$ cat src/rtl/core/kvt_pkg.sv
// Shared types and codes for the key/value table.
`timescale 1ns / 1ps
`default_nettype none

package kvt_pkg;

    localparam int ENTRIES_DEF = 16;

    localparam int KEY_W = 32;
    localparam int VAL_W = 32;
    localparam int REQ_W = 2;
    localparam int ST_W  = 2;

    // Request codes
    localparam logic [REQ_W-1:0] REQ_LOOKUP = 2'd0;
    localparam logic [REQ_W-1:0] REQ_INSERT = 2'd1;
    localparam logic [REQ_W-1:0] REQ_REMOVE = 2'd2;
    localparam logic [REQ_W-1:0] REQ_CLEAR  = 2'd3;

    // Result status codes
    localparam logic [ST_W-1:0] ST_OK      = 2'd0;
    localparam logic [ST_W-1:0] ST_MISSING = 2'd1;
    localparam logic [ST_W-1:0] ST_FULL    = 2'd2;

    // Controller to datapath
    typedef struct packed {
        logic load_req;  // capture the incoming item, restart the slot counter
        logic scan_rd;   // read the slot under the counter, advance
        logic sweep_wr;  // mark the slot under the counter free, advance
        logic finish;    // apply the table update, load the result register
    } t_kvt_cmd;

    // Datapath to controller
    typedef struct packed {
        logic addr_last;  // slot counter sits on the last slot
        logic req_clear;  // captured item is a clear
        logic out_free;   // result register can take a new result this cycle
    } t_kvt_sts;

endpackage

`default_nettype wire

$ cat src/rtl/core/kvt_ctrl.sv
// Sequencer for the key/value table: init sweep, slot scan and finish.
`timescale 1ns / 1ps
`default_nettype none

module kvt_ctrl (
    input  wire logic                 i_clk,
    input  wire logic                 i_rst_n,
    input  wire logic                 i_in_valid,
    output logic                      o_in_ready,
    input  wire kvt_pkg::t_kvt_sts    i_sts,
    output kvt_pkg::t_kvt_cmd         o_cmd
);
    import kvt_pkg::*;

    localparam logic [2:0] S_INIT = 3'd0;
    localparam logic [2:0] S_IDLE = 3'd1;
    localparam logic [2:0] S_SCAN = 3'd2;
    localparam logic [2:0] S_WAIT = 3'd3;
    localparam logic [2:0] S_FIN  = 3'd4;

    logic [2:0] r_state;
    logic [2:0] n_state;

    always_comb begin
        n_state        = r_state;
        o_cmd          = '0;
        o_in_ready     = 1'b0;
        case (r_state)
            S_INIT: begin
                o_cmd.sweep_wr = 1'b1;
                if (i_sts.addr_last) begin
                    n_state = S_IDLE;
                end
            end
            S_IDLE: begin
                o_in_ready = 1'b1;
                if (i_in_valid) begin
                    o_cmd.load_req = 1'b1;
                    n_state        = S_SCAN;
                end
            end
            S_SCAN: begin
                o_cmd.scan_rd  = !i_sts.req_clear;
                o_cmd.sweep_wr = i_sts.req_clear;
                if (i_sts.addr_last) begin
                    n_state = S_WAIT;
                end
            end
            S_WAIT: begin
                n_state = S_FIN;
            end
            S_FIN: begin
                if (i_sts.out_free) begin
                    o_cmd.finish = 1'b1;
                    n_state      = S_IDLE;
                end
            end
            default: begin
                n_state = S_INIT;
            end
        endcase
    end

    always_ff @(posedge i_clk) begin
        if (!i_rst_n) begin
            r_state <= S_INIT;
        end else begin
            r_state <= n_state;
        end
    end

endmodule

`default_nettype wire

$ cat src/rtl/core/kvt_datapath.sv
// Slot memories, key comparator, scan registers and result register.
`timescale 1ns / 1ps
`default_nettype none

module kvt_datapath #(
    parameter int ENTRIES = kvt_pkg::ENTRIES_DEF
) (
    input  wire logic                       i_clk,
    input  wire logic                       i_rst_n,
    input  wire kvt_pkg::t_kvt_cmd          i_cmd,
    output kvt_pkg::t_kvt_sts               o_sts,
    input  wire logic [kvt_pkg::REQ_W-1:0]  i_req_type,
    input  wire logic [kvt_pkg::KEY_W-1:0]  i_key,
    input  wire logic [kvt_pkg::VAL_W-1:0]  i_value,
    output logic                            o_out_valid,
    input  wire logic                       i_out_ready,
    output logic [kvt_pkg::ST_W-1:0]        o_status,
    output logic                            o_found,
    output logic [kvt_pkg::VAL_W-1:0]       o_read_value
);
    import kvt_pkg::*;

    localparam int AW   = (ENTRIES > 1) ? $clog2(ENTRIES) : 1;
    localparam int KMW  = KEY_W + 1;  // valid mark on top of the key
    localparam logic [AW-1:0] LAST = AW'(ENTRIES - 1);

    // Slot memories
    logic [KMW-1:0]   r_key_mem [ENTRIES];
    logic [VAL_W-1:0] r_val_mem [ENTRIES];

    // Captured item
    logic [REQ_W-1:0] r_req;
    logic [KEY_W-1:0] r_key;
    logic [VAL_W-1:0] r_val;

    // Scan
    logic [AW-1:0]    r_addr;
    logic             r_rd_vld;
    logic [AW-1:0]    r_rd_addr;
    logic [KMW-1:0]   r_kd;
    logic [VAL_W-1:0] r_vd;
    logic             r_hit;
    logic [AW-1:0]    r_hit_idx;
    logic [VAL_W-1:0] r_hit_val;
    logic             r_free;
    logic [AW-1:0]    r_free_idx;

    // Result register
    logic             r_out_vld;
    logic [ST_W-1:0]  r_status;
    logic             r_found;
    logic [VAL_W-1:0] r_rdval;

    logic             key_we;
    logic [AW-1:0]    key_wa;
    logic [KMW-1:0]   key_wd;
    logic             val_we;
    logic [AW-1:0]    val_wa;
    logic             slot_vld;
    logic             slot_match;
    logic [ST_W-1:0]  n_status;
    logic             n_found;
    logic [VAL_W-1:0] n_rdval;

    assign o_sts.addr_last = (r_addr == LAST);
    assign o_sts.req_clear = (r_req == REQ_CLEAR);
    assign o_sts.out_free  = !r_out_vld || i_out_ready;

    // Write port selection: sweep clears a valid mark, finish applies the update
    always_comb begin
        key_we = 1'b0;
        key_wa = r_addr;
        key_wd = '0;
        val_we = 1'b0;
        val_wa = r_hit_idx;
        if (i_cmd.sweep_wr) begin
            key_we = 1'b1;
        end else if (i_cmd.finish) begin
            if (r_req == REQ_INSERT) begin
                if (r_hit) begin
                    val_we = 1'b1;
                end else if (r_free) begin
                    key_we = 1'b1;
                    key_wa = r_free_idx;
                    key_wd = {1'b1, r_key};
                    val_we = 1'b1;
                    val_wa = r_free_idx;
                end
            end else if (r_req == REQ_REMOVE && r_hit) begin
                key_we = 1'b1;
                key_wa = r_hit_idx;
                key_wd = {1'b0, r_key};
            end
        end
    end

    always_ff @(posedge i_clk) begin
        if (key_we) begin
            r_key_mem[key_wa] <= key_wd;
        end
        if (i_cmd.scan_rd) begin
            r_kd <= r_key_mem[r_addr];
        end
    end

    always_ff @(posedge i_clk) begin
        if (val_we) begin
            r_val_mem[val_wa] <= r_val;
        end
        if (i_cmd.scan_rd) begin
            r_vd <= r_val_mem[r_addr];
        end
    end

    always_ff @(posedge i_clk) begin
        if (i_cmd.load_req) begin
            r_req <= i_req_type;
            r_key <= i_key;
            r_val <= i_value;
        end
        if (i_cmd.scan_rd) begin
            r_rd_addr <= r_addr;
        end
    end

    assign slot_vld   = r_kd[KMW-1];
    assign slot_match = slot_vld && (r_kd[KEY_W-1:0] == r_key);

    // Counter, read pipe and first hit / first free capture
    always_ff @(posedge i_clk) begin
        if (!i_rst_n) begin
            r_addr   <= '0;
            r_rd_vld <= 1'b0;
            r_hit    <= 1'b0;
            r_free   <= 1'b0;
        end else begin
            r_rd_vld <= i_cmd.scan_rd;
            if (i_cmd.load_req) begin
                r_addr <= '0;
                r_hit  <= 1'b0;
                r_free <= 1'b0;
            end else begin
                if (i_cmd.scan_rd || i_cmd.sweep_wr) begin
                    r_addr <= (r_addr == LAST) ? '0 : r_addr + 1'b1;
                end
                if (r_rd_vld && slot_match && !r_hit) begin
                    r_hit <= 1'b1;
                end
                if (r_rd_vld && !slot_vld && !r_free) begin
                    r_free <= 1'b1;
                end
            end
        end
    end

    always_ff @(posedge i_clk) begin
        if (r_rd_vld && slot_match && !r_hit) begin
            r_hit_idx <= r_rd_addr;
            r_hit_val <= r_vd;
        end
        if (r_rd_vld && !slot_vld && !r_free) begin
            r_free_idx <= r_rd_addr;
        end
    end

    always_comb begin
        n_status = ST_OK;
        n_found  = 1'b0;
        n_rdval  = '0;
        case (r_req)
            REQ_LOOKUP: begin
                n_found = r_hit;
                if (r_hit) begin
                    n_rdval = r_hit_val;
                end else begin
                    n_status = ST_MISSING;
                end
            end
            REQ_INSERT: begin
                n_found = r_hit;
                if (!r_hit && !r_free) begin
                    n_status = ST_FULL;
                end
            end
            REQ_REMOVE: begin
                n_found = r_hit;
                if (!r_hit) begin
                    n_status = ST_MISSING;
                end
            end
            default: begin
                n_status = ST_OK;
            end
        endcase
    end

    always_ff @(posedge i_clk) begin
        if (!i_rst_n) begin
            r_out_vld <= 1'b0;
        end else if (i_cmd.finish) begin
            r_out_vld <= 1'b1;
        end else if (i_out_ready) begin
            r_out_vld <= 1'b0;
        end
    end

    always_ff @(posedge i_clk) begin
        if (i_cmd.finish) begin
            r_status <= n_status;
            r_found  <= n_found;
            r_rdval  <= n_rdval;
        end
    end

    assign o_out_valid  = r_out_vld;
    assign o_status     = r_status;
    assign o_found      = r_found;
    assign o_read_value = r_rdval;

    a_finish_room: assert property (@(posedge i_clk) disable iff (!i_rst_n)
        i_cmd.finish |-> (!r_out_vld || i_out_ready))
        else $error("result loaded over an untaken result");

    a_port_excl: assert property (@(posedge i_clk) disable iff (!i_rst_n)
        !(i_cmd.scan_rd && i_cmd.sweep_wr) && !(i_cmd.finish && i_cmd.sweep_wr))
        else $error("conflicting slot memory commands");

    a_rd_pipe: assert property (@(posedge i_clk) disable iff (!i_rst_n)
        i_cmd.scan_rd |=> r_rd_vld)
        else $error("slot read did not reach the comparator");

    a_clear_no_read: assert property (@(posedge i_clk) disable iff (!i_rst_n)
        (r_req == REQ_CLEAR) && !i_cmd.load_req |=> !i_cmd.scan_rd)
        else $error("slot scan during a clear");

endmodule

`default_nettype wire

$ cat src/rtl/core/key_value_table.sv
// Top level of the key/value table: controller plus datapath.
`timescale 1ns / 1ps
`default_nettype none

// Bounded associative table of ENTRIES unique 32-bit keys, each holding a
// 32-bit value. Each input item is a lookup, insert/update, remove or clear,
// and each gives exactly one result item (status, found, read_value). One
// key comparator walks the slots in index order out of a single-port slot
// memory, so an item is accepted, scanned slot by slot, and after a wait
// state its result is loaded into the output register once that register
// is free; only then is the next item taken. A clear sweeps the valid marks
// with the same slot counter in place of the scan. After reset the block
// clears every slot in a first pass with o_in_ready low. The result
// register lets the next item enter while a result still waits on
// i_out_ready; only when a second result is done before the first is taken
// does the sequencer hold.
module key_value_table #(
    parameter int ENTRIES = kvt_pkg::ENTRIES_DEF
) (
    input  wire logic                       i_clk,
    input  wire logic                       i_rst_n,
    input  wire logic                       i_in_valid,
    output logic                            o_in_ready,
    input  wire logic [kvt_pkg::REQ_W-1:0]  i_req_type,
    input  wire logic [kvt_pkg::KEY_W-1:0]  i_key,
    input  wire logic [kvt_pkg::VAL_W-1:0]  i_value,
    output logic                            o_out_valid,
    input  wire logic                       i_out_ready,
    output logic [kvt_pkg::ST_W-1:0]        o_status,
    output logic                            o_found,
    output logic [kvt_pkg::VAL_W-1:0]       o_read_value
);
    import kvt_pkg::*;

    t_kvt_cmd cmd;
    t_kvt_sts sts;

    // Sequence init sweep, scan, finish
    kvt_ctrl u_ctrl (
        .i_clk      (i_clk),
        .i_rst_n    (i_rst_n),
        .i_in_valid (i_in_valid),
        .o_in_ready (o_in_ready),
        .i_sts      (sts),
        .o_cmd      (cmd)
    );

    // Hold slots, compare keys, build the result item
    kvt_datapath #(
        .ENTRIES (ENTRIES)
    ) u_datapath (
        .i_clk        (i_clk),
        .i_rst_n      (i_rst_n),
        .i_cmd        (cmd),
        .o_sts        (sts),
        .i_req_type   (i_req_type),
        .i_key        (i_key),
        .i_value      (i_value),
        .o_out_valid  (o_out_valid),
        .i_out_ready  (i_out_ready),
        .o_status     (o_status),
        .o_found      (o_found),
        .o_read_value (o_read_value)
    );

endmodule

`default_nettype wire

$ cat config.mk
export PLATFORM = sky130hd
export DESIGN_NAME = key_value_table
export DESIGN_NICKNAME = d
export VERILOG_FILES = /design/src/rtl/core/kvt_pkg.sv /design/src/rtl/core/kvt_ctrl.sv /design/src/rtl/core/kvt_datapath.sv /design/src/rtl/core/key_value_table.sv
export SDC_FILE = /design/constraint.sdc
export NUM_CORES = 1
export LEC_CHECK = 0
export ABC_CLOCK_PERIOD_IN_PS = 6140
export BUFFER_PORTS_ARGS = -buffer_cell sky130_fd_sc_hd__buf_2
export CAP_MARGIN = 20
export CORE_MARGIN = 2
export CORE_UTILIZATION = 52
export DETAILED_ROUTE_END_ITERATION = 8
export GPL_ROUTABILITY_DRIVEN = 0
export GPL_TIMING_DRIVEN = 0
export PLACE_DENSITY = 0.64
export SLEW_MARGIN = 20
export SYNTH_ARGS = -nofsm -noshare
export SYNTH_HDL_FRONTEND = slang
export SYNTH_SLANG_ARGS = --single-unit
$ cat constraint.sdc
create_clock -name i_clk -period 6.14 [get_ports i_clk]
set_input_delay 0.921 -clock i_clk [delete_from_list [all_inputs] [get_ports i_clk]]
set_output_delay 0.921 -clock i_clk [all_outputs]
set_load 0.05 [all_outputs]
==> flow_metrics.py <==
metrics = {
    "synthesis": {
        "synth_nets": 2221,
        "syn_inst": 2150,
        "ys_async_sr_fraction": 0,
        "synth_seq_cells": 1261,
        "yosysTopAreaCell": "edfxtp_1",
        "synth_area_per_cell_um2": 22.17,
        "synth_warnings": 0,
        "yosys-top-cells-area": "edfxtp_1 (79%), mux4_2 (12%), mux2i_1 (1.4%), a211oi_1 (1.0%), nor2b_1 (0.96%)",
        "synth_area_mm2": 0.04767,
        "synth_top_area_share": 0.7874,
        "synth_edf_count": 1250,
        "synth_cell_type_count": 52,
        "synth_flop_cell": "edfxtp_1",
        "ys_seq_area_frac": 0.7920,
    },
    "critical_path": {
        "crit_path_max_incr_delay_ps": 760,
        "cp_num_cells": 11,
        "required_ps": 6570,
        "crit_type": "flip-flop to flip-flop",
        "crit_arrival_ps": 4650,
        "path_buf_inv": 7,
        "r2r_slack_ps": 1920,
        "cp_top_family": "buffers and inverters",
        "worst_path_most_repeated_cell": "buf_4",
        "worstSetupEndpointType": "flip-flop",
        "path_cells": "buf_2 > buf_4 > buf_4 > buf_4 > a32oi_1 > a21oi_1 > a21oi_2 > nor3_2 > buf_4 > buf_4 > buf_4",
        "cpMaxStageDelayCell": "nor3_2",
        "crit_fanout": 10,
        "r2r_cells": 11,
        "start_kind": "flip-flop",
    },
    "place": {
        "place_area_mm2": 0.05087,
        "hpwl_mm": 68.45,
        "numPortBuffers": 106,
        "place_inst": 3517,
    },
    "pwr": {
        "seq_power_share": 0.529,
        "power_density_mw_per_mm2": 325.7,
        "internal-power_w": 0.01420,
        "swShare": 0.2071,
        "p_leak_nw": 16.84,
        "p_comb_frac": 0.049,
        "vdd_drop_max_mv": 0.2871,
        "clockPowerShare": 0.423,
        "switching_power_w": 0.003708,
    },
    "finish": {
        "final_common_cell": "edfxtp_1",
        "seq_area_mm2": 0.03776,
        "final_cell_mix": "edfxtp_1 (1,250), mux4_2 (260), buf_2 (140)",
        "drive_above_1_share": 0.2781,
        "fin_area_mm2": 0.05499,
        "fin_nets": 2535,
        "fin_cells": 3751,
        "area_growth_pct": 15.34,
        "n_fill_cell": 6296,
        "multi_input_area_mm2": 0.009617,
    },
    "global_route": {
        "grt_max_degree": 40,
        "overflow": 0,
        "antenna_found_initial": 2,
        "grt_first_pass_wirelength_mm": 157.3,
        "track_usage": 0.2340,
        "grt_pass1_vias": 23328,
    },
    "clock_tree": {
        "cts_max_level": 4,
        "cts_tree": "done",
        "post_cts_buffers": 0,
        "clock_sinks": 1261,
        "numCtsBuffers": 130,
        "path_clk_slew_ps": 60,
        "clk_root_buffer_cell": "clkbuf_16",
        "cts_resized": 0,
        "clk_latency_ps": 730,
        "cts_buffer_depth": 3,
        "cts_hold_buf": 0,
    },
    "min_path": {
        "hp-class": "primary input to flip-flop",
        "hold_path_depth": 1,
    },
    "routing": {
        "vias_per_cell": 6.073,
        "drt_wl_total_mm": 108.5,
        "dr.pass1.iters": 5,
        "postRouteAntennaNets": 0,
        "vias": 22781,
        "drc": 0,
        "wl_per_cell_um": 28.92,
        "drtIter0Drc": 2782,
    },
    "floorplanning": {
        "core_area_mm2": 0.09125,
        "die_area_mm2": 0.09412,
        "dieHeight_um": 306.8,
        "start_util": 0.5225,
        "die_x_um": 306.8,
        "placementRows": 111,
        "ios": 107,
    },
    "timing": {
        "rsz0062_at_grt": "no",
        "slew_headroom": 0.2923,
        "min_period_ps": 4224,
        "report.final.slew_viol_count": 0,
        "fmax_ghz": 0.2368,
        "setup_viol": 0,
        "finalCritPeriodShare": 0.6879,
        "finalHoldViolCount": 0,
        "worstMarginPinSlew_ps": 1059,
        "fin_skew_ps": 22.84,
        "hold_ws_ps": 366.3,
    },
    "run": {
        "maxCapViolations": 0,
    },
    "status": {
        "status": "finished clean",
    },
}
-- per-layer routing --
metal	share of wire	track usage	wire, um	vias to the layer above
li1	-	-	-	9588
met3	0.073	0.04176	7914	142
met4	0.021	0.06635	2229	2
met2	0.48	0.3700	52520	945
met5	0.000092	0	10	-
met1	0.42	0.3399	45810	12104
-- metrics by stage --
step                setup slack, ps  total power (W)  setup TNS, ps  utilization
CTS                            1797          0.01804              0       0.6024
finish                         1916          0.01791              0       0.6026
floorplan                      1154          0.01023              0            -
global placement              -3652          0.01050        -829420       0.5445
detailed placement             1421          0.01053              0       0.5575
global route                   1780          0.01842              0       0.6026
-- worst register-to-register path, stage by stage, from the launching register on --
cell and delay [ps]:
dfxtp_1 440, buf_2 420, buf_4 380, buf_4 350
buf_4 280, a32oi_1 120, a21oi_1 240, a21oi_2 140
nor3_2 760, buf_4 340, buf_4 230, buf_4 230
-- registers in the layout (all words and copies together), names as in the netlist, 32 cells and up --
| signal | count |
|---|---|
| u_datapath.r_key_mem | 528 |
| u_datapath.r_val_mem | 512 |
| u_datapath.r_kd | 33 |
| u_datapath.o_read_value | 32 |
| u_datapath.r_hit_val | 32 |
| u_datapath.r_key | 32 |
| u_datapath.r_val | 32 |
| u_datapath.r_vd | 32 |
-- cells in the mapped netlist, types with 18 or more instances --
| cell type | number |
|---|---|
| a211oi_1 | 65 |
| a21oi_1 | 76 |
| and2_1 | 67 |
| buf_2 | 30 |
| clkbuf_1 | 60 |
| edfxtp_1 | 1250 |
| mux2i_1 | 69 |
| mux4_2 | 260 |
| nand2_1 | 18 |
| nor2_1 | 23 |
| nor2b_1 | 73 |
| xor2_1 | 29 |
-- power by group through the flow --
stage	registers [W]	logic [W]	clock network (W)
final	0.00947	0.000871	0.00757
after global routing	0.00947	0.000933	0.00802
after CTS	0.00947	0.000882	0.00769
after detailed placement	0.00965	0.000876	0
after global placement	0.00966	0.000842	0
after floorplan	0.00965	0.000580	0
-- layout make-up --
| type | instances | share of cell area |
|---|---|---|
| diodes | 1 | 0.00004551 |
| plain buffers | 106 | 0.008965 |
| well taps | 1186 | 0.02699 |
| repair buffers | 182 | 0.02774 |
| clock buffers | 170 | 0.06342 |
| multi-input cells | 778 | 0.1749 |
| inverters | 5 | 0.0003413 |
| clock inverters | 62 | 0.01099 |
| flip-flops and latches | 1261 | 0.6866 |
-- final timing paths --
kind / end / start
min: u_datapath.r_val[29] / i_value[29]
max: u_datapath.r_key_mem[5][5] / u_datapath.r_addr[0]
max reg2reg: u_datapath.r_key_mem[5][5] / u_datapath.r_addr[0]
min reg2reg: u_datapath.r_hit_val[4] / u_datapath.r_vd[4]
-- kinds of logic (layout without fill, tap and decap cells) --
family          Yosys count  after routing  synth area share
flops                  1261           1261            0.7920
mux                     333            333            0.1383
simple gates            245            245           0.03034
compound gates          166            166           0.02231
buf+inv                 111            525           0.01071
xor+xnor                 33             33          0.006063
fa+ha+maj                 1              1         0.0002624
other cells               0              1                 0
Note: power is estimated with default switching activity, not from simulation.
